### src/hw/rtl/rse_pkg.sv
// Shared types and constants for the ribbon strip expander.
// No dependencies; every other file of the block imports this package.
package rse_pkg;

  localparam int POS_W      = 32;
  localparam int COL_W      = 32;
  localparam int NRM_W      = 16;
  localparam int CAM_W      = 16;
  localparam int TEX_W      = 17;
  localparam int CNT_W      = 17;
  localparam int REG_IDX_W  = 3;
  localparam int CFG_DATA_W = 32;

  localparam logic [TEX_W-1:0] TEX_ONE        = 17'h10000;
  localparam logic [CNT_W-1:0] RST_COUNT      = 17'd2;
  localparam logic [COL_W-1:0] RST_COLOUR     = 32'hFFFF_FFFF;
  localparam logic [CAM_W-1:0] RST_CAMERA_Z   = 16'sd16384;

  typedef enum logic [REG_IDX_W-1:0] {
    REG_POINT_COUNT      = 3'd0,
    REG_INVERSE_NORMALS  = 3'd1,
    REG_USE_POINT_COLOUR = 3'd2,
    REG_CONSTANT_COLOUR  = 3'd3,
    REG_CAMERA_X         = 3'd4,
    REG_CAMERA_Y         = 3'd5,
    REG_CAMERA_Z         = 3'd6
  } rse_reg_t;

  typedef struct packed {
    logic [CNT_W-1:0]        count;
    logic                    inverse_normals;
    logic                    use_point_colour;
    logic [COL_W-1:0]        constant_colour;
    logic signed [CAM_W-1:0] camera_x;
    logic signed [CAM_W-1:0] camera_y;
    logic signed [CAM_W-1:0] camera_z;
  } rse_cfg_t;

  typedef struct packed {
    logic signed [POS_W-1:0] prev_x;
    logic signed [POS_W-1:0] prev_y;
    logic signed [POS_W-1:0] prev_z;
    logic signed [POS_W-1:0] prev_w;
    logic [COL_W-1:0]        prev_col;
    logic signed [POS_W-1:0] cur_x;
    logic signed [POS_W-1:0] cur_y;
    logic signed [POS_W-1:0] cur_z;
    logic signed [POS_W-1:0] cur_w;
    logic [COL_W-1:0]        cur_col;
    logic [CNT_W-1:0]        n;
    logic                    last;
  } rse_job_t;

  typedef struct packed {
    logic     push;
    rse_job_t job;
  } rse_push_t;

  typedef struct packed {
    logic        start;
    logic [63:0] dividend;
    logic [31:0] divisor;
  } rse_div_req_t;

  typedef struct packed {
    logic        done;
    logic [31:0] quotient;
  } rse_div_res_t;

  typedef enum logic [3:0] {
    ST_IDLE,
    ST_CROSS,
    ST_MAG,
    ST_NORM,
    ST_SQ,
    ST_ROOT,
    ST_DSTART,
    ST_DWAIT,
    ST_OFF,
    ST_LOAD,
    ST_EMIT
  } rse_state_t;

endpackage

### src/hw/rtl/rse_point_if.sv
// Point channel: valid/ready handshake with one polyline point per word.
// Depends on rse_pkg for field widths.
interface rse_point_if import rse_pkg::*; ();
  logic                    valid;
  logic                    ready;
  logic signed [POS_W-1:0] pos_x;
  logic signed [POS_W-1:0] pos_y;
  logic signed [POS_W-1:0] pos_z;
  logic signed [POS_W-1:0] half_width;
  logic [COL_W-1:0]        point_colour;

  modport source (output valid, pos_x, pos_y, pos_z, half_width, point_colour,
                  input ready);
  modport sink   (input valid, pos_x, pos_y, pos_z, half_width, point_colour,
                  output ready);
endinterface

### src/hw/rtl/rse_front.sv
// Front end: accepts points, tracks the previous point and ribbon index,
// and pushes one segment job per point after the first. Depends on rse_pkg.
module rse_front import rse_pkg::*; (
  input  logic             clk,
  input  logic             rst,
  rse_point_if.sink        points,
  input  logic [CNT_W-1:0] count,
  input  logic             full,
  output rse_push_t        push
);

  logic signed [POS_W-1:0] prev_x, prev_y, prev_z, prev_w;
  logic [COL_W-1:0]        prev_col;
  logic [CNT_W-1:0]        idx;
  logic                    accept;
  logic                    last;
  logic [CNT_W:0]          idx_inc;

  assign points.ready = !full;
  assign accept       = points.valid && !full;
  assign idx_inc      = {1'b0, idx} + (CNT_W+1)'(1);
  assign last         = idx_inc >= {1'b0, count};

  always_comb begin
    push.push         = accept && (idx != '0);
    push.job.prev_x   = prev_x;
    push.job.prev_y   = prev_y;
    push.job.prev_z   = prev_z;
    push.job.prev_w   = prev_w;
    push.job.prev_col = prev_col;
    push.job.cur_x    = points.pos_x;
    push.job.cur_y    = points.pos_y;
    push.job.cur_z    = points.pos_z;
    push.job.cur_w    = points.half_width;
    push.job.cur_col  = points.point_colour;
    push.job.n        = idx - CNT_W'(1);
    push.job.last     = last;
  end

  always_ff @(posedge clk) begin
    if (rst) begin
      idx <= '0;
    end else if (accept) begin
      if (idx == '0) begin
        idx <= CNT_W'(1);
      end else if (last) begin
        idx <= '0;
      end else begin
        idx <= idx_inc[CNT_W-1:0];
      end
    end
  end

  always_ff @(posedge clk) begin
    if (accept) begin
      prev_x   <= points.pos_x;
      prev_y   <= points.pos_y;
      prev_z   <= points.pos_z;
      prev_w   <= points.half_width;
      prev_col <= points.point_colour;
    end
  end

endmodule

### src/flat_wrapper.sv
// flat-port wrapper written by rule: the top's interface ports become plain ports
module rse_front_flat import rse_pkg::*;
  (clk, rst, count, full, push, points_valid, points_pos_x, points_pos_y, points_pos_z, points_half_width, points_point_colour, points_ready);
  rse_point_if points_i ();
  input  logic clk;
  input  logic rst;
  input  logic [CNT_W-1:0] count;
  input  logic full;
  output rse_push_t push;
  input wire logic [$bits(points_i.valid)-1:0] points_valid;
  input wire logic [$bits(points_i.pos_x)-1:0] points_pos_x;
  input wire logic [$bits(points_i.pos_y)-1:0] points_pos_y;
  input wire logic [$bits(points_i.pos_z)-1:0] points_pos_z;
  input wire logic [$bits(points_i.half_width)-1:0] points_half_width;
  input wire logic [$bits(points_i.point_colour)-1:0] points_point_colour;
  output wire logic [$bits(points_i.ready)-1:0] points_ready;
  assign points_i.valid = points_valid;
  assign points_i.pos_x = points_pos_x;
  assign points_i.pos_y = points_pos_y;
  assign points_i.pos_z = points_pos_z;
  assign points_i.half_width = points_half_width;
  assign points_i.point_colour = points_point_colour;
  assign points_ready = points_i.ready;
  rse_front u_core (.clk(clk), .rst(rst), .points(points_i), .count(count), .full(full), .push(push));
endmodule
### config.mk
export PLATFORM = sky130hd
export DESIGN_NAME = rse_front_flat
export DESIGN_NICKNAME = d
export VERILOG_FILES = /design/src/hw/rtl/rse_pkg.sv /design/src/hw/rtl/rse_point_if.sv /design/src/hw/rtl/rse_front.sv /design/src/flat_wrapper.sv
export SDC_FILE = /design/constraint.sdc
export NUM_CORES = 1
export LEC_CHECK = 0
export ABC_CLOCK_PERIOD_IN_PS = 7500
export BUFFER_PORTS_ARGS = -buffer_cell sky130_fd_sc_hd__buf_4
export CAP_MARGIN = 20
export CORE_AREA = 2 2 202 204
export CTS_CLUSTER_SIZE = 16
export DETAILED_ROUTE_END_ITERATION = 8
export DIE_AREA = 0 0 204 206
export MAX_ROUTING_LAYER = met4
export PLACE_DENSITY = 0.55
export SETUP_SLACK_MARGIN = 0.5
export SLEW_MARGIN = 20
export SYNTH_ARGS = -nofsm -noshare
export SYNTH_HDL_FRONTEND = slang
export SYNTH_SLANG_ARGS = --single-unit
### constraint.sdc
create_clock -name clk -period 7.5 [get_ports clk]
set_clock_uncertainty 0.15 [all_clocks]
set_input_delay 0.375 -clock clk [delete_from_list [all_inputs] [get_ports clk]]
set_output_delay 0.375 -clock clk [all_outputs]
set_load 0.005 [all_outputs]
==> results.md <==
* Status: finished, final reports clean
* Peak supply drop at roughly 0.00014 V
* Hold path endpoint: u_core.idx[5]$_SDFFE_PP0P_
* Max Slew Vio Count at 0
* Distinct cells, synth at 38
* Reg-to-reg slack, setup at 3.48 ns
* CP max-delay cell: o311a_1
* Setup Buffers After CTS at 0
* CP Capture Type: output port
* Initial drt markers at 358
* CTS sink count at 177
* PD cells at roughly 190 nW/um2
* Floorplan die height at 206 um
* Hold Crit Start: rst
* Longest Clk Path Bufs at 2
* Worst-Margin Slew at about 1.0 ns
* Cell count after synthesis at between 500 and 600
* DRC at 0
* Syn Nets at about 760
* Mapped Area at 7766 um2
* Internal at 1.925 mW
* Most used DFF post-synth: edfxtp_1
* Worst r2r src: u_core.idx[2]$_SDFFE_PP0P_
* Max Cap Viol at 0
* Layout Nets at 1277
* DIE WIDTH at just over 200 um
* ANT nets after route at 0
* Synth top area share at 0.6187
* CP cell instances: and4_1 -> nand4_1 -> and2_1 -> or2_2 -> ha_1 -> a211oi_1 -> nor2_1 -> a2111oi_0 -> o311a_1 -> nand2b_1 -> buf_4
* Buf/Inv on CP at 1
* Synth async-reset ratio at 0
* Port-buffer cells at 520
* Largest cells by area after synthesis: edfxtp_1 62%, buf_4 16%, dfxtp_1 4.4%, ha_1 3.2%, xor2_1 1.5%
* Max Clk Rate at 213.0 MHz
* Synthesis-to-finish area growth at 70.79%
* Top routing layer used: met4
* Rows at 74
* Critical Path Fanout Max at 18
* Hold Path Class: primary input to flip-flop
* Die ar. at 42020 um2
* Finished Layout Cells at 1621
* Vias per inst at about 3.8
* H-tree depth at 4
* RD Place Congestion at 0.8474
* Vias in the first global route at 6117
* RSZ-0062 raised after global routing: false
* Wire per inst at 20.41 um
* Sequential share of power at 0.461
* # fillers at approximately 3900
* Cts repair resizes at 0
* Ratio of cells with drive above 1 in the final layout at 0.5161
* Number of flops mapped to enable cells by yosys at 160
* Power share of the clock group at 0.372
* TritonCTS clock tree: yes
* Switching Fraction at 0.2387
* Final Cycle Share at 0.6261
* Antenna violations before repair at 0
* Minimum clock period at between 4 and 5 ns
* Crit Path Class: flip-flop to output port
* Initial DRT Pass Iterations at 4
* Antenna cells at 0
* WL met2 at 15.15 mm
* Psw at 0.6037 mW
* Clock transition at path regs at 0.07 ns
* Design Power at 2.529 mW
* Slowest stage delay, CP at 0.73 ns
* Final wirelength at approximately 33 mm
* Core Area at approximately 40000 um2
* R2R cell count at 11
* Synth warnings at 0
* Kind of cell adding the most delay to the critical path: simple AND/OR/NAND/NOR gates
* WL met3 at 4.101 mm
* Setup TNS at 0 ns
* DR vias at 6174
* Fin. Hold Viols at 0
* Yosys top cell by area: edfxtp_1
* Arr. time, crit path at 4.17 ns
* Initial Util at 0.1933
* Largest net degree at the start of global routing at 94
* Worst hold stages at 2
* Slew headroom at 0.3066
* Placed Cells at 1429
* First-pass GRT wire length at 43.44 mm
* Final-report setup violation count at 0
* Met1 WL at around 13 mm
* Startpoint types: flip-flop
* Synth Register Bits at between 150 and 200
* Clk_lat worst skew at 0.45 ns
* Capturing point of the worst reg2reg path: u_core.idx[0]$_SDFFE_PP0P_
* Synth Area per Inst at about 14 um2
* Dpl hpwl at 24.82 mm
* Total global-route track usage at 0.1525
* Combinational share of power at 0.167
* Gr ovfl total at 0
* Num CTS Buffers at 17
* Clock root buffer: clkbuf_16
* Seq/Total Area, Yosys at 0.6625
* Worst path required time at about 7.0 ns
* Pleak at 5.750 nW
* I/O pin total at 521
[per-layer routing]
metal / track usage / up-vias
li1: - / 2855
met2: 0.2256 / 316
met4: 0.06806 / 0
met1: 0.1674 / 2960
met5: - / -
met3: 0.08546 / 43
[area by class of cell]
type                    count  area (um2)  share of cell area
clock buffers              19       432.9             0.03264
clock inverters            13       175.2             0.01321
inverters                  27       106.4            0.008018
multi-input cells         172        1226             0.09244
flip-flops and latches    177        5145              0.3879
well taps                 532       665.6             0.05018
repair buffers            681        5513              0.4156
[registers in the layout, summed over array words and instances (netlist names)]
name / cells
u_core.idx: 17
u_core.prev_w: 32
u_core.prev_x: 32
u_core.prev_y: 32
u_core.prev_z: 32
u_core.prev_col: 32
[cells in the mapped netlist (2+ instances only)]
master and number:
a211oi_1 3, a21oi_1 10, a32oi_1 12, and2_1 3
and3_1 4, and4_1 2, buf_2 5, buf_4 161
buf_6 2, clkbuf_1 9, dfxtp_1 17, edfxtp_1 160
ha_1 20, inv_1 27, nand2_1 16, nand2b_1 2
nand3_1 5, nand4_1 11, nor2_1 25, nor2b_1 3
nor3_1 5, nor4_1 2, nor4_2 2, o211ai_1 4
o21ai_0 3, o41ai_1 2, or2_2 4, or4_4 2
xnor2_1 12, xor2_1 13
[through the flow]
step / hold WS (ns) / area [um2] / utilization / setup WS [ns]
after CTS: 0.06406 / 13260 / 0.3301 / 2.807
after floorplan: 0.3239 / 7766 / - / 2.906
after global routing: 0.07888 / 13260 / 0.3301 / 2.525
final: 0.09306 / 13260 / 0.3301 / 2.805
after global placement: 0.3977 / 11050 / 0.2751 / 3.464
after detailed placement: 0.4014 / 11050 / 0.2751 / 3.345
[cells in the final DEF, fill, tap and decap left out, drive strengths merged]
cell type,Yosys,routed
buf,169,521
dlygate4sd3,0,160
edfxtp,160,160
inv,27,33
nor2,26,26
ha,20,20
clkbuf,9,19
dfxtp,17,17
nand2,16,16
xor2,13,13
xnor2,12,12
a32oi,12,12
nand4,11,11
a21oi,10,10
nor3,6,6
nand3,5,5
or2,4,4
and3,4,4
o211ai,4,4
nor4,4,4
clkinv,0,4
and2,3,3
nor2b,3,3
o21ai,3,3
a211oi,3,3
bufinv,0,3
and4,2,2
or4,2,2
o41ai,2,2
nand2b,2,2
nand3b,1,1
a2111oi,1,1
a41oi,1,1
o311a,1,1
a31o,1,1
[what timing repair did]
action | CTS | global route
setup endpoints to repair | 0 | 0
hold endpoints to repair | 160 | 0
hold buffers | 160 | 0
[logic make-up (layout without fill, tap and decap cells)]
kind of cell               count (synthesis)  in the layout  synth area share
and+or+nand+nor                           89             89           0.06187
adders and majority gates                 20             20           0.03222
buffers and inverters                    205            740            0.1796
xor gates and xnor gates                  25             25           0.02819
AOI/OAI and AO/OA                         38             38           0.03561
DFF                                      177            177            0.6625
[how the worst max path moves through the flow]
stage	startpoint	endpoint	slack [ns]	cells past startpoint
5_1_grt	u_core.idx[2]$_SDFFE_PP0P_	push[0]	2.52	11
3_3_place_gp	u_core.idx[2]$_SDFFE_PP0P_	push[0]	3.46	11
6_report	u_core.idx[2]$_SDFFE_PP0P_	push[0]	2.80	11
2_1_floorplan	full	u_core.prev_col[0]$_DFFE_PP_	2.91	4
4_1_cts	u_core.idx[2]$_SDFFE_PP0P_	push[0]	2.81	11
3_5_place_dp	u_core.idx[2]$_SDFFE_PP0P_	push[0]	3.35	11
[power by group through the flow]
stage / sequential [mW] / clock (mW) / combinational, mW
CTS: 1.16 / 0.978 / 0.427
global placement: 1.18 / 0 / 0.358
floorplan: 1.19 / 0 / 0.104
global route: 1.17 / 1.02 / 0.453
finish: 1.16 / 0.942 / 0.423
detailed placement: 1.19 / 0 / 0.357
No activity file was read; power rests on OpenSTA's default activity.
