`src/hw/rtl/rse_pkg.sv`:
```
// Shared types and constants for the ribbon strip expander.
// No dependencies; every other file of the block imports this package.
package rse_pkg;

  localparam int POS_W      = 32;
  localparam int COL_W      = 32;
  localparam int NRM_W      = 16;
  localparam int CAM_W      = 16;
  localparam int TEX_W      = 17;
  localparam int CNT_W      = 17;
  localparam int REG_IDX_W  = 3;
  localparam int CFG_DATA_W = 32;

  localparam logic [TEX_W-1:0] TEX_ONE        = 17'h10000;
  localparam logic [CNT_W-1:0] RST_COUNT      = 17'd2;
  localparam logic [COL_W-1:0] RST_COLOUR     = 32'hFFFF_FFFF;
  localparam logic [CAM_W-1:0] RST_CAMERA_Z   = 16'sd16384;

  typedef enum logic [REG_IDX_W-1:0] {
    REG_POINT_COUNT      = 3'd0,
    REG_INVERSE_NORMALS  = 3'd1,
    REG_USE_POINT_COLOUR = 3'd2,
    REG_CONSTANT_COLOUR  = 3'd3,
    REG_CAMERA_X         = 3'd4,
    REG_CAMERA_Y         = 3'd5,
    REG_CAMERA_Z         = 3'd6
  } rse_reg_t;

  typedef struct packed {
    logic [CNT_W-1:0]        count;
    logic                    inverse_normals;
    logic                    use_point_colour;
    logic [COL_W-1:0]        constant_colour;
    logic signed [CAM_W-1:0] camera_x;
    logic signed [CAM_W-1:0] camera_y;
    logic signed [CAM_W-1:0] camera_z;
  } rse_cfg_t;

  typedef struct packed {
    logic signed [POS_W-1:0] prev_x;
    logic signed [POS_W-1:0] prev_y;
    logic signed [POS_W-1:0] prev_z;
    logic signed [POS_W-1:0] prev_w;
    logic [COL_W-1:0]        prev_col;
    logic signed [POS_W-1:0] cur_x;
    logic signed [POS_W-1:0] cur_y;
    logic signed [POS_W-1:0] cur_z;
    logic signed [POS_W-1:0] cur_w;
    logic [COL_W-1:0]        cur_col;
    logic [CNT_W-1:0]        n;
    logic                    last;
  } rse_job_t;

  typedef struct packed {
    logic     push;
    rse_job_t job;
  } rse_push_t;

  typedef struct packed {
    logic        start;
    logic [63:0] dividend;
    logic [31:0] divisor;
  } rse_div_req_t;

  typedef struct packed {
    logic        done;
    logic [31:0] quotient;
  } rse_div_res_t;

  typedef enum logic [3:0] {
    ST_IDLE,
    ST_CROSS,
    ST_MAG,
    ST_NORM,
    ST_SQ,
    ST_ROOT,
    ST_DSTART,
    ST_DWAIT,
    ST_OFF,
    ST_LOAD,
    ST_EMIT
  } rse_state_t;

endpackage

```
`src/hw/rtl/rse_queue.sv`:
```
// Two-entry job queue between front and back ends.
// Depends on rse_pkg for the job type.
module rse_queue import rse_pkg::*; (
  input  logic      clk,
  input  logic      rst,
  input  rse_push_t wr,
  input  logic      pop,
  output logic      full,
  output logic      empty,
  output rse_job_t  head
);

  rse_job_t   q [2];
  logic       wp, rp;
  logic [1:0] fill;

  assign full  = fill == 2'd2;
  assign empty = fill == 2'd0;
  assign head  = q[rp];

  always_ff @(posedge clk) begin
    if (rst) begin
      wp   <= 1'b0;
      rp   <= 1'b0;
      fill <= 2'd0;
    end else begin
      if (wr.push) wp <= !wp;
      if (pop) rp <= !rp;
      case ({wr.push, pop})
        2'b10:   fill <= fill + 2'd1;
        2'b01:   fill <= fill - 2'd1;
        default: fill <= fill;
      endcase
    end
  end

  always_ff @(posedge clk) begin
    if (wr.push) q[wp] <= wr.job;
  end

endmodule

```
`config.mk`:
```
export PLATFORM = sky130hd
export DESIGN_NAME = rse_queue
export DESIGN_NICKNAME = d
export VERILOG_FILES = /design/src/hw/rtl/rse_pkg.sv /design/src/hw/rtl/rse_queue.sv
export SDC_FILE = /design/constraint.sdc
export NUM_CORES = 1
export LEC_CHECK = 0
export ABC_AREA = 0
export BUFFER_PORTS_ARGS = -buffer_cell sky130_fd_sc_hd__buf_2
export CAP_MARGIN = 20
export CORE_AREA = 2 2 262 264
export CTS_CLUSTER_SIZE = 14
export DETAILED_ROUTE_END_ITERATION = 7
export DIE_AREA = 0 0 264 266
export PLACE_DENSITY = 0.63
export SETUP_SLACK_MARGIN = 0.2
export SLEW_MARGIN = 20
export SYNTH_ARGS = -nofsm -noshare
export SYNTH_HDL_FRONTEND = slang
export SYNTH_SLANG_ARGS = --single-unit
```
`constraint.sdc`:
```
create_clock -name clk -period 25 [get_ports clk]
set_input_delay 3.75 -clock clk [delete_from_list [all_inputs] [get_ports clk]]
set_output_delay 3.75 -clock clk [all_outputs]
set_load 0.005 [all_outputs]
```
==> results of run 1 <==
[per-layer routing]
layer	routed length, um	track usage [%]
met1	19800	16.3
met4	1530	6.07
met2	30000	28.2
met5	209	0
met3	6340	7.43
[metrics by stage]
stage | std cells | instance area, um^2 | power [mW] | util, %
finish | 2754 | 32500 | 2.68 | 47.9
global route | 2751 | 32500 | 2.78 | 47.9
CTS | 2746 | 32400 | 2.72 | 47.9
detailed placement | 2613 | 30100 | 1.68 | 44.4
global placement | 2612 | 30100 | 1.67 | 44.4
floorplan | 1074 | 25900 | 1.58 | -
[area by class of cell]
| class | count | share of cell area, % |
|---|---|---|
| clock inverters | 42 | 1.32 |
| diodes | 7 | 0.0539 |
| multi-input cells | 354 | 15.5 |
| inverters | 1 | 0.0116 |
| well taps | 882 | 3.40 |
| clock buffers | 91 | 5.83 |
| repair buffers | 696 | 11.0 |
| flip-flops and latches | 681 | 62.8 |
[registers in the layout, summed over array words and instances (netlist names), named ones only]
name  cells
fill      2
q       676
wp        1
rp        1
[critical path, cell delays in order, from the launching register on]
cell and delay [ns]:
dfxtp_4 0.94, buf_4 0.91, buf_4 0.72, buf_4 0.87, mux2_4 0.35, buf_2 0.13
[how the worst max path moves through the flow]
stage | cells after the start | slack, ns | startpoint | end
3_3_place_gp | 5 | 17.22 | register | head[67]
5_1_grt | 5 | 16.24 | register | head[28]
3_5_place_dp | 5 | 17.11 | register | head[75]
6_report | 5 | 16.54 | register | head[75]
4_1_cts | 5 | 16.43 | register | head[92]
2_1_floorplan | 2 | 5.99 | wr[338] | q[0][0]$_DFFE_PP_
[cells in the mapped netlist, drive strengths merged]
cell type	count
edfxtp	676
mux2	338
buf	38
nor2	6
dfxtp	5
xnor2	3
a21oi	1
and2	1
and2b	1
ha	1
inv	1
o21ai	1
or3	1
xor2	1
[power groups by stage]
stage                     Clock [mW]  Sequential, mW  Combinational (mW)
after floorplan                    0            1.40               0.175
after global placement             0            1.38               0.289
after detailed placement           0            1.38               0.294
after CTS                       1.06            1.36               0.295
after global routing            1.11            1.36               0.313
final                           1.03            1.36               0.290
[logic make-up after synthesis]
logic type	Yosys count	synth area share, %
flops	681	78.7
mux	338	19.0
xor+xnor	4	0.135
fa+ha+maj	1	0.0483
buf+inv	39	1.83
simple gates	9	0.169
compound gates	2	0.0386
==> metrics.yaml, run 1 <==
timing:
  hold_viol: 0
  fin_ws_ns: 16.54
  rsz0062_at_grt: "no"
  finalCriticalPeriod_ns: 8.46
  clock-skew-final_ns: 0.0289
  report.final.slew_viol_count: 0
  worst-slew-pin-transition_ns: 1.15
  min_period_over_period_pct: 33.9
  hold_ws_ns: 0.511
  setup_violations: 0
  max_slew_margin_pct: 23.1
  max_freq_mhz: 118
  setup_tns_ns: 0
place:
  pre_cts_ws_ns: 17.11
  portBuffers: 681
  finalWeightedCongestion: 0.794
  dp_hpwl_um: 40800
clock_network:
  cts_buffers: 72
  postCtsSetupBuffers: 0
  cts_tree: "done"
  holdBufCountCts: 0
  cts_resized: 0
  clock_path_buffers: 3
  clock_latency_ns: 0.61
  path_clk_slew_ns: 0.06
  htree_levels: 3
  root_buffer: "clkbuf_16"
  cts_sinks: 681
yosys:
  synth_seq_cells: 681
  yosys.area.top_type: "edfxtp_1"
  synth_area_mm2: 0.0259
  synth_warnings: 0
  synth_area_leaders: "edfxtp_1, mux2_4, mux2_2"
  synth.top_cell.area_share_pct: 78.3
  synthesis.nets: 1417
  ys_types: 17
  syn_avg_cell_area_um2: 24.1
  netlist_instances: 1074
  synth_seq_area_share_pct: 78.7
worst_hold_path:
  hold_class: "reg -> reg"
  worstHoldStart: "fill[1]$_SDFFE_PP0P_"
  hold_depth: 2
  whs_endpoint: "fill[1]$_SDFFE_PP0P_"
layout:
  drive_gt1_share_pct: 60.9
  area_delta_synth_final_pct: 25.3
  nets: 2149
  fillers: 5729
  final_common_cell: "buf_2"
  final_cell_mix: "buf_2, edfxtp_1, mux2_4, clkbuf_16, mux2_2"
  seqCellArea_mm2: 0.0204
  multi_input_area_mm2: 0.00505
global_routing:
  grt_pass1_wl_um: 83000
  gr-total-overflow: 0
  grt_usage_pct: 15.9
  antenna_found_initial: 28
  grt_pass1_vias: 13509
  grt_max_degree: 167
flow_run:
  drv_cap: 0
setup_path:
  critPathCaptureType: "output pin"
  critPathArrivalTime_ns: 4.71
  crit_path_max_fanout: 56
  startpoint_type: "register"
  worstSetupPathType: "reg -> out"
  rr_startpoint: "wp$_SDFFE_PP0P_"
  r2r-end: "q[1][95]$_DFFE_PP_"
  rrSetupSlack_ns: 21.14
  cp_data_required_time_ns: 21.25
  r2r_cells: 5
power:
  power_density_mw_per_mm2: 82.5
  switching_power_mw: 0.591
  power.share.sequential_pct: 50.7
  swShare_pct: 22.1
  combinationalPowerShare_pct: 10.8
  p_int_mw: 2.09
  vdd_ir_drop_max_mv: 0.0712
  power_leakage_nw: 12.7
  pwr-share-clk_pct: 38.5
detailed_routing:
  ant_nets: 0
  drcViolationCount: 0
  num_vias: 12764
  drtPass1Iterations: 5
  viasPerCell: 4.63
  wire_per_inst_um: 21.0
  routed_wl_um: 57900
  drtIter0Drc: 676
floorplanning:
  fp.dieH_um: 266
  num_rows: 96
  die_w_um: 264
  ios: 682
  dieArea_mm2: 0.0702
  initial_core_util_pct: 38.2
  core_region_area_mm2: 0.0677
status:
  status: "completed"
No activity file was read; power rests on OpenSTA's default activity.
==> run 2: changes to the inputs <==
--- a/config.mk
+++ b/config.mk
@@ -8,11 +8,11 @@
 export ABC_AREA = 0
 export BUFFER_PORTS_ARGS = -buffer_cell sky130_fd_sc_hd__buf_2
 export CAP_MARGIN = 20
-export CORE_AREA = 2 2 262 264
+export CORE_AREA = 2 2 265 267
 export CTS_CLUSTER_SIZE = 14
 export DETAILED_ROUTE_END_ITERATION = 7
-export DIE_AREA = 0 0 264 266
-export PLACE_DENSITY = 0.63
+export DIE_AREA = 0 0 267 269
+export PLACE_DENSITY = 0.64
 export SETUP_SLACK_MARGIN = 0.2
 export SLEW_MARGIN = 20
 export SYNTH_ARGS = -nofsm -noshare
==> constraint.sdc (replaced) <==
create_clock -name clk -period 7.2 [get_ports clk]
set_input_delay 1.08 -clock clk [delete_from_list [all_inputs] [get_ports clk]]
set_output_delay 1.08 -clock clk [all_outputs]
set_load 0.005 [all_outputs]
==> metrics.yaml, run 2 (same netlist as run 1, synthesis figures left out) <==
setup_path:
  startpoint_type: "register"  # unchanged
  crit_path_max_fanout: 119  # was 56
  slowest_delay_ns: 0.94  # about the same
  path_delay_family: "flip-flops"  # was buffers and inverters
  slowest_stage: "dfxtp_4"  # unchanged
  cp_num_buf_inv: 2  # was 4
  worstSetupPathType: "reg -> out"  # unchanged
  cp_data_required_time_ns: 6.12  # was 21.25 ns
  crit_chain: "buf_12 -> mux2_4 -> buf_2"  # was buf_4 -> buf_4 -> buf_4 -> mux2_4 -> buf_2
  critPathCaptureType: "output pin"  # unchanged
  critPathArrivalTime_ns: 2.98  # was 4.71 ns
place:
  dp_hpwl_um: 38100  # was 40800 um
  placed_cells: 2665  # was 2613
  finalWeightedCongestion: 0.776  # was 0.794
  pre_cts_ws_ns: 3.77  # was 17.11 ns
  placed_area_mm2: 0.0302  # was 0.0301 mm^2
  portBuffers: 681  # unchanged
timing:
  setup_tns_ns: 0  # unchanged
  clock-skew-final_ns: 0.0237  # was 0.0289 ns
  min_period_over_period_pct: 56.5
  max_freq_mhz: 246
  report.final.slew_viol_count: 0  # unchanged
  hold_viol: 0  # unchanged
  worst-slew-pin-transition_ns: 1.13  # was 1.15 ns
  finalCriticalPeriod_ns: 4.06
  fin_ws_ns: 3.14  # was 16.54 ns
  max_slew_margin_pct: 24.8  # was 23.1%
  setup_violations: 0  # unchanged
  rsz0062_at_grt: "no"  # unchanged
clock_network:
  path_clk_slew_ns: 0.05  # was 0.06 ns
  cts_buffers: 73  # was 72
  clock_path_buffers: 3  # unchanged
  postCtsSetupBuffers: 0  # unchanged
  htree_levels: 3  # unchanged
  cts_sinks: 681  # unchanged
  clock_latency_ns: 0.61  # about the same
  cts_tree: "done"  # unchanged
  cts_resized: 0  # unchanged
  root_buffer: "clkbuf_16"  # unchanged
  holdBufCountCts: 0  # unchanged
layout:
  final_cell_mix: "buf_2, edfxtp_1, mux2_4, clkbuf_16, mux2_2"  # unchanged
  nets: 2144  # was 2149
  final_common_cell: "buf_2"  # unchanged
  largestRegisters: "q: 676 flops, fill: 2 flops"  # unchanged
  final_cell_area_mm2: 0.0325  # about the same
  drive_gt1_share_pct: 60.8  # was 60.9%
  fin_util_pct: 46.9  # was 47.9%
  instances_no_fill: 2804  # was 2754
  area_delta_synth_final_pct: 25.4  # was 25.3%
  largest_reg_flops: 676  # unchanged
  largest-register: "q"  # unchanged
global_routing:
  gr-total-overflow: 0  # unchanged
  grt_pass1_vias: 13105  # was 13509
  grt.busiest_layer: "met2"  # unchanged
  use_met3_pct: 6.02  # was 7.43%
  grt_usage_pct: 14.7  # was 15.9%
  antenna_found_initial: 20  # was 28
  grt_max_degree: 153  # was 167
  grtUsageMet2_pct: 25.7  # was 28.2%
  grt_pass1_wl_um: 78900  # was 83000 um
  grt_use_met1_pct: 15.7  # was 16.3%
floorplanning:
  ios: 682  # unchanged
  core_region_area_mm2: 0.0693  # was 0.0677 mm^2
  fp.dieH_um: 269  # was 266 um
  dieArea_mm2: 0.0718  # was 0.0702 mm^2
  initial_core_util_pct: 37.4  # was 38.2%
  num_rows: 97  # was 96
  die_w_um: 267  # was 264 um
power:
  vdd_ir_drop_max_mv: 0.218  # was 0.0712 mV
  power_leakage_nw: 12.7  # about the same
  switching_power_mw: 2.03  # was 0.591 mW
  power_density_mw_per_mm2: 285  # was 82.5 mW/mm^2
  combinationalPowerShare_pct: 10.9  # was 10.8%
  pwr-share-clk_pct: 38.2  # was 38.5%
  power.share.sequential_pct: 50.9  # was 50.7%
  swShare_pct: 22.0  # was 22.1%
  p_int_mw: 7.22  # was 2.09 mW
detailed_routing:
  drtIter0Drc: 957  # was 676
  num_vias: 12655  # was 12764
  drcViolationCount: 0  # unchanged
  wire_per_inst_um: 20.1  # was 21.0 um
  ant_nets: 0  # unchanged
  viasPerCell: 4.51  # was 4.63
  routed_wl_um: 56200  # was 57900 um
  drtPass1Iterations: 5  # unchanged
flow_run:
  drv_cap: 0  # unchanged
status:
  status: "completed"  # unchanged
worst_hold_path:
  hold_class: "reg -> reg"  # unchanged
-- run 2: cell types whose count changed in the layout (fill, tap and decap cells not counted), moves of 3 or more --
cell and change:
clkbuf_1 +7, buf_4 -9, buf_12 +3, diode_2 +3, clkbuf_16 +3, clkinv_1 -9, inv_6 -3
-- run 2: final timing paths --
kind / startpoint / endpoint / slack, ns / cells after the start
setup reg to reg: wp$_SDFFE_PP0P_ / q[0][305]$_DFFE_PP_ / 4.79 / 3
setup / recovery: register / head[210] / 3.14 / 3
hold / removal: rp$_SDFFE_PP0P_ / register / 0.51 / 2
hold reg to reg: rp$_SDFFE_PP0P_ / register / 0.51 / 2
-- run 2: area by class of cell --
cell class / count / area, um^2
antenna: 10 / 25.0
clock buffer: 99 / 1970
clock inverter: 29 / 310
fill: 5877 / 36800
inverter: 1 / 3.75
multi-input combinational: 354 / 5050
sequential: 681 / 20400
tap: 940 / 1180
timing repair buffer: 690 / 3570
-- run 2: power groups by stage --
stage	clock [mW]	sequential, mW	combinational (mW)
after global placement	0	4.78	1.01
after detailed placement	0	4.79	1.02
final	3.54	4.71	1.01
after floorplan	0	4.79	0.610
after global routing	3.80	4.73	1.08
after CTS	3.65	4.71	1.02
-- run 2: layer usage --
metal	vias to the layer above	part of all wire, %
li1	5760	-
met1	6275	35
met2	494	52
met3	108	9.8
met4	18	2.6
met5	-	0.20
-- run 2: metrics by stage --
stage                     hold slack, ns  power (mW)
after floorplan                    0.461        5.40
after global placement             0.480        5.79
after detailed placement           0.502        5.81
after CTS                          0.514        9.38
after global routing               0.554        9.61
final                              0.509        9.26
-- run 2: worst reg2reg max path, cell delays in order (launching register included) --
cell and delay (ns):
dfxtp_1 0.35, nor2_4 0.55, buf_16 0.25, buf_12 0.48
==> run 3: changes to the inputs <==
--- a/config.mk
+++ b/config.mk
@@ -5,14 +5,14 @@
 export SDC_FILE = /design/constraint.sdc
 export NUM_CORES = 1
 export LEC_CHECK = 0
-export ABC_AREA = 0
+export ABC_AREA = 1
 export BUFFER_PORTS_ARGS = -buffer_cell sky130_fd_sc_hd__buf_2
 export CAP_MARGIN = 20
-export CORE_AREA = 2 2 265 267
+export CORE_AREA = 2 2 266 268
 export CTS_CLUSTER_SIZE = 14
 export DETAILED_ROUTE_END_ITERATION = 7
-export DIE_AREA = 0 0 267 269
-export PLACE_DENSITY = 0.64
+export DIE_AREA = 0 0 268 270
+export PLACE_DENSITY = 0.65
 export SETUP_SLACK_MARGIN = 0.2
 export SLEW_MARGIN = 20
 export SYNTH_ARGS = -nofsm -noshare
==> constraint.sdc (replaced) <==
create_clock -name clk -period 3.7 [get_ports clk]
set_input_delay 0.555 -clock clk [delete_from_list [all_inputs] [get_ports clk]]
set_output_delay 0.555 -clock clk [all_outputs]
set_load 0.005 [all_outputs]
==> metrics.yaml, run 3 <==
layout:
  nets: 2181  # was 2144
  drive_gt1_share_pct: 61.4  # was 60.8%
  final_cell_mix: "buf_2, edfxtp_1, mux2_4, clkbuf_16, mux2_2"  # unchanged
  fillers: 5882  # was 5877
  largest-register: "q"  # unchanged
  largest_reg_flops: 676  # unchanged
  final_cell_area_mm2: 0.0330  # was 0.0325 mm^2
  final_common_cell: "buf_2"  # unchanged
  area_delta_synth_final_pct: 25.9  # was 25.4%
  multi_input_area_mm2: 0.00506  # was 0.00505 mm^2
  seqCellArea_mm2: 0.0204  # unchanged
  largestRegisters: "q: 676 flops, fill: 2 flops"  # unchanged
detailed_routing:
  num_vias: 12900  # was 12655
  wire_per_inst_um: 21.1  # was 20.1 um
  drtPass1Iterations: 4  # was 5
  viasPerCell: 4.53  # was 4.51
  routed_wl_um: 60000  # was 56200 um
  drcViolationCount: 0  # unchanged
  ant_nets: 0  # unchanged
  drtIter0Drc: 691  # was 957
yosys:
  ys.flop_type: "edfxtp_1"  # unchanged
  synthesis.nets: 1428  # was 1417
  synth_edf_count: 676  # unchanged
  synth_seq_area_share_pct: 77.9  # was 78.7%
  ys_types: 16  # was 17
  synth.top_cell.area_share_pct: 77.6  # was 78.3%
  synth_area_leaders: "edfxtp_1, mux2_4, buf_12"  # was edfxtp_1, mux2_4, mux2_2
  netlist_top_cells_count: "edfxtp_1, mux2_4, mux2_2, buf_12, nor2_1"  # was edfxtp_1, mux2_4, mux2_2, buf_6, buf_8
  netlist_instances: 1085  # was 1074
  synth_warnings: 0  # unchanged
  synthArstFlopShare_pct: 0  # unchanged
  yosys.cell_count.top_type: "edfxtp_1"  # unchanged
  syn_avg_cell_area_um2: 24.1  # about the same
  synth_area_mm2: 0.0262  # was 0.0259 mm^2
  yosys.area.top_type: "edfxtp_1"  # unchanged
  synth_seq_cells: 681  # unchanged
clock_network:
  clock_path_buffers: 3  # unchanged
  cts_sinks: 681  # unchanged
  clock_latency_ns: 0.60  # was 0.61 ns
  cts_resized: 0  # unchanged
  root_buffer: "clkbuf_16"  # unchanged
  postCtsSetupBuffers: 0  # unchanged
  holdBufCountCts: 0  # unchanged
  path_clk_slew_ns: 0.06  # was 0.05 ns
  htree_levels: 3  # unchanged
  cts_tree: "done"  # unchanged
  cts_buffers: 73  # unchanged
power:
  finalPower_mw: 18.1  # was 9.26 mW
  vdd_ir_drop_max_mv: 0.482  # was 0.218 mV
  power_leakage_nw: 12.9  # was 12.7 nW
  power_density_mw_per_mm2: 548  # was 285 mW/mm^2
place:
  placed_area_mm2: 0.0306  # was 0.0302 mm^2
  portBuffers: 681  # unchanged
  dp_hpwl_um: 43300  # was 38100 um
  finalWeightedCongestion: 0.834  # was 0.776
status:
  status: "completed"  # unchanged
timing:
  worst-slew-pin-transition_ns: 0.729  # was 1.13 ns
  hold_viol: 0  # unchanged
  clock-skew-final_ns: 0.0139  # was 0.0237 ns
  max_freq_mhz: 337
  min_period_over_period_pct: 80.2
  finalCriticalPeriod_ns: 2.97
  setup_violations: 0  # unchanged
  setup_tns_ns: 0  # unchanged
  hold_ws_ns: 0.134  # was 0.509 ns
  rsz0062_at_grt: "no"  # unchanged
  max_slew_margin_pct: 51.4  # was 24.8%
  report.final.slew_viol_count: 0  # unchanged
setup_path:
  worstSetupPathType: "reg -> out"  # unchanged
  rrSetupSlack_ns: 1.83  # was 4.79 ns
  critPathArrivalTime_ns: 2.41  # was 2.98 ns
  startpoint_type: "register"  # unchanged
  critPathCaptureType: "output pin"  # unchanged
  crit_path_max_fanout: 35  # was 119
  cp_data_required_time_ns: 3.14  # was 6.12 ns
floorplanning:
  num_rows: 97  # unchanged
  core_region_area_mm2: 0.0695  # was 0.0693 mm^2
  ios: 682  # unchanged
  fp.dieH_um: 270  # was 269 um
  initial_core_util_pct: 37.6  # was 37.4%
  dieArea_mm2: 0.0724  # was 0.0718 mm^2
  die_w_um: 268  # was 267 um
flow_run:
  drv_cap: 0  # unchanged
global_routing:
  grt_pass1_wl_um: 85300  # was 78900 um
  grt_max_degree: 122  # was 153
  gr-total-overflow: 0  # unchanged
  grt_usage_pct: 16.0  # was 14.7%
  grt_pass1_vias: 13775  # was 13105
  antenna_found_initial: 31  # was 20
worst_hold_path:
  hold_class: "in -> reg"  # was reg -> reg
run 3: cell count changes after synthesis, sizes merged:
cell,previous run,this run
xor2,1,0
nand4,0,1
nor2,6,10
inv,1,7
and2,1,0
nor3,0,1
and2b,1,0
xnor2,3,1
nand2,0,5
or3,1,0
run 3: where the power goes:
group / internal, mW / switching, mW / leakage, nW / total, mW
logic: 1.04 / 0.898 / 5.39 / 1.94
clock network: 4.10 / 2.96 / 1.15 / 7.06
registers: 8.95 / 0.116 / 6.39 / 9.06
run 3: metal layers:
layer / GRT usage (%) / share of wire (%) / vias to the layer above
met5: 0 / 0.33 / -
met4: 6.35 / 2.9 / 30
met3: 6.56 / 9.7 / 129
met2: 28.3 / 51 / 504
met1: 16.6 / 36 / 6391
li1: - / - / 5846
run 3: worst paths after layout:
check,end,from,cells past startpoint
worst max-delay path,head[290],register,4
worst min-delay path,q[0][319]$_DFFE_PP_,wr[319],1
worst max register to register,q[1][182]$_DFFE_PP_,wp$_SDFFE_PP0P_,3
worst min register to register,fill[1]$_SDFFE_PP0P_,fill[1]$_SDFFE_PP0P_,2
run 3: area by class of cell:
class                           instances  share of cell area (%)
Sequential cell                       681                    61.9
Timing Repair Buffer                  716                    11.8
Multi-Input combinational cell        359                    15.3
Antenna cell                           15                   0.114
Tap cell                              940                    3.57
Clock buffer                           88                    5.84
Inverter                                7                   0.129
Clock inverter                         42                    1.28
run 3: kinds of logic after synthesis:
logic type | synth area share, %
AO/OA/AOI/OAI | 0.0382
AND/OR/NAND/NOR | 0.258
XOR/XNOR | 0.0335
flip-flops | 77.9
multiplexers | 18.9
buffers and inverters | 2.82
adder cells (fa/ha/maj) | 0.0478
run 3: per-stage QoR:
step / utilization (%) / cells / setup slack (ns)
finish: 47.4 / 2848 / 0.731
global route: 47.4 / 2843 / 0.594
CTS: 47.3 / 2833 / 0.634
detailed placement: 44.0 / 2703 / 1.30
global placement: 44.0 / 2703 / 1.35
floorplan: - / 1085 / -2.37
run 3: worst max-delay path, cell delays in order (launching register included):
cell and delay, ns:
dfxtp_4 0.67, buf_12 0.30, buf_12 0.30, mux2_4 0.33
buf_2 0.13
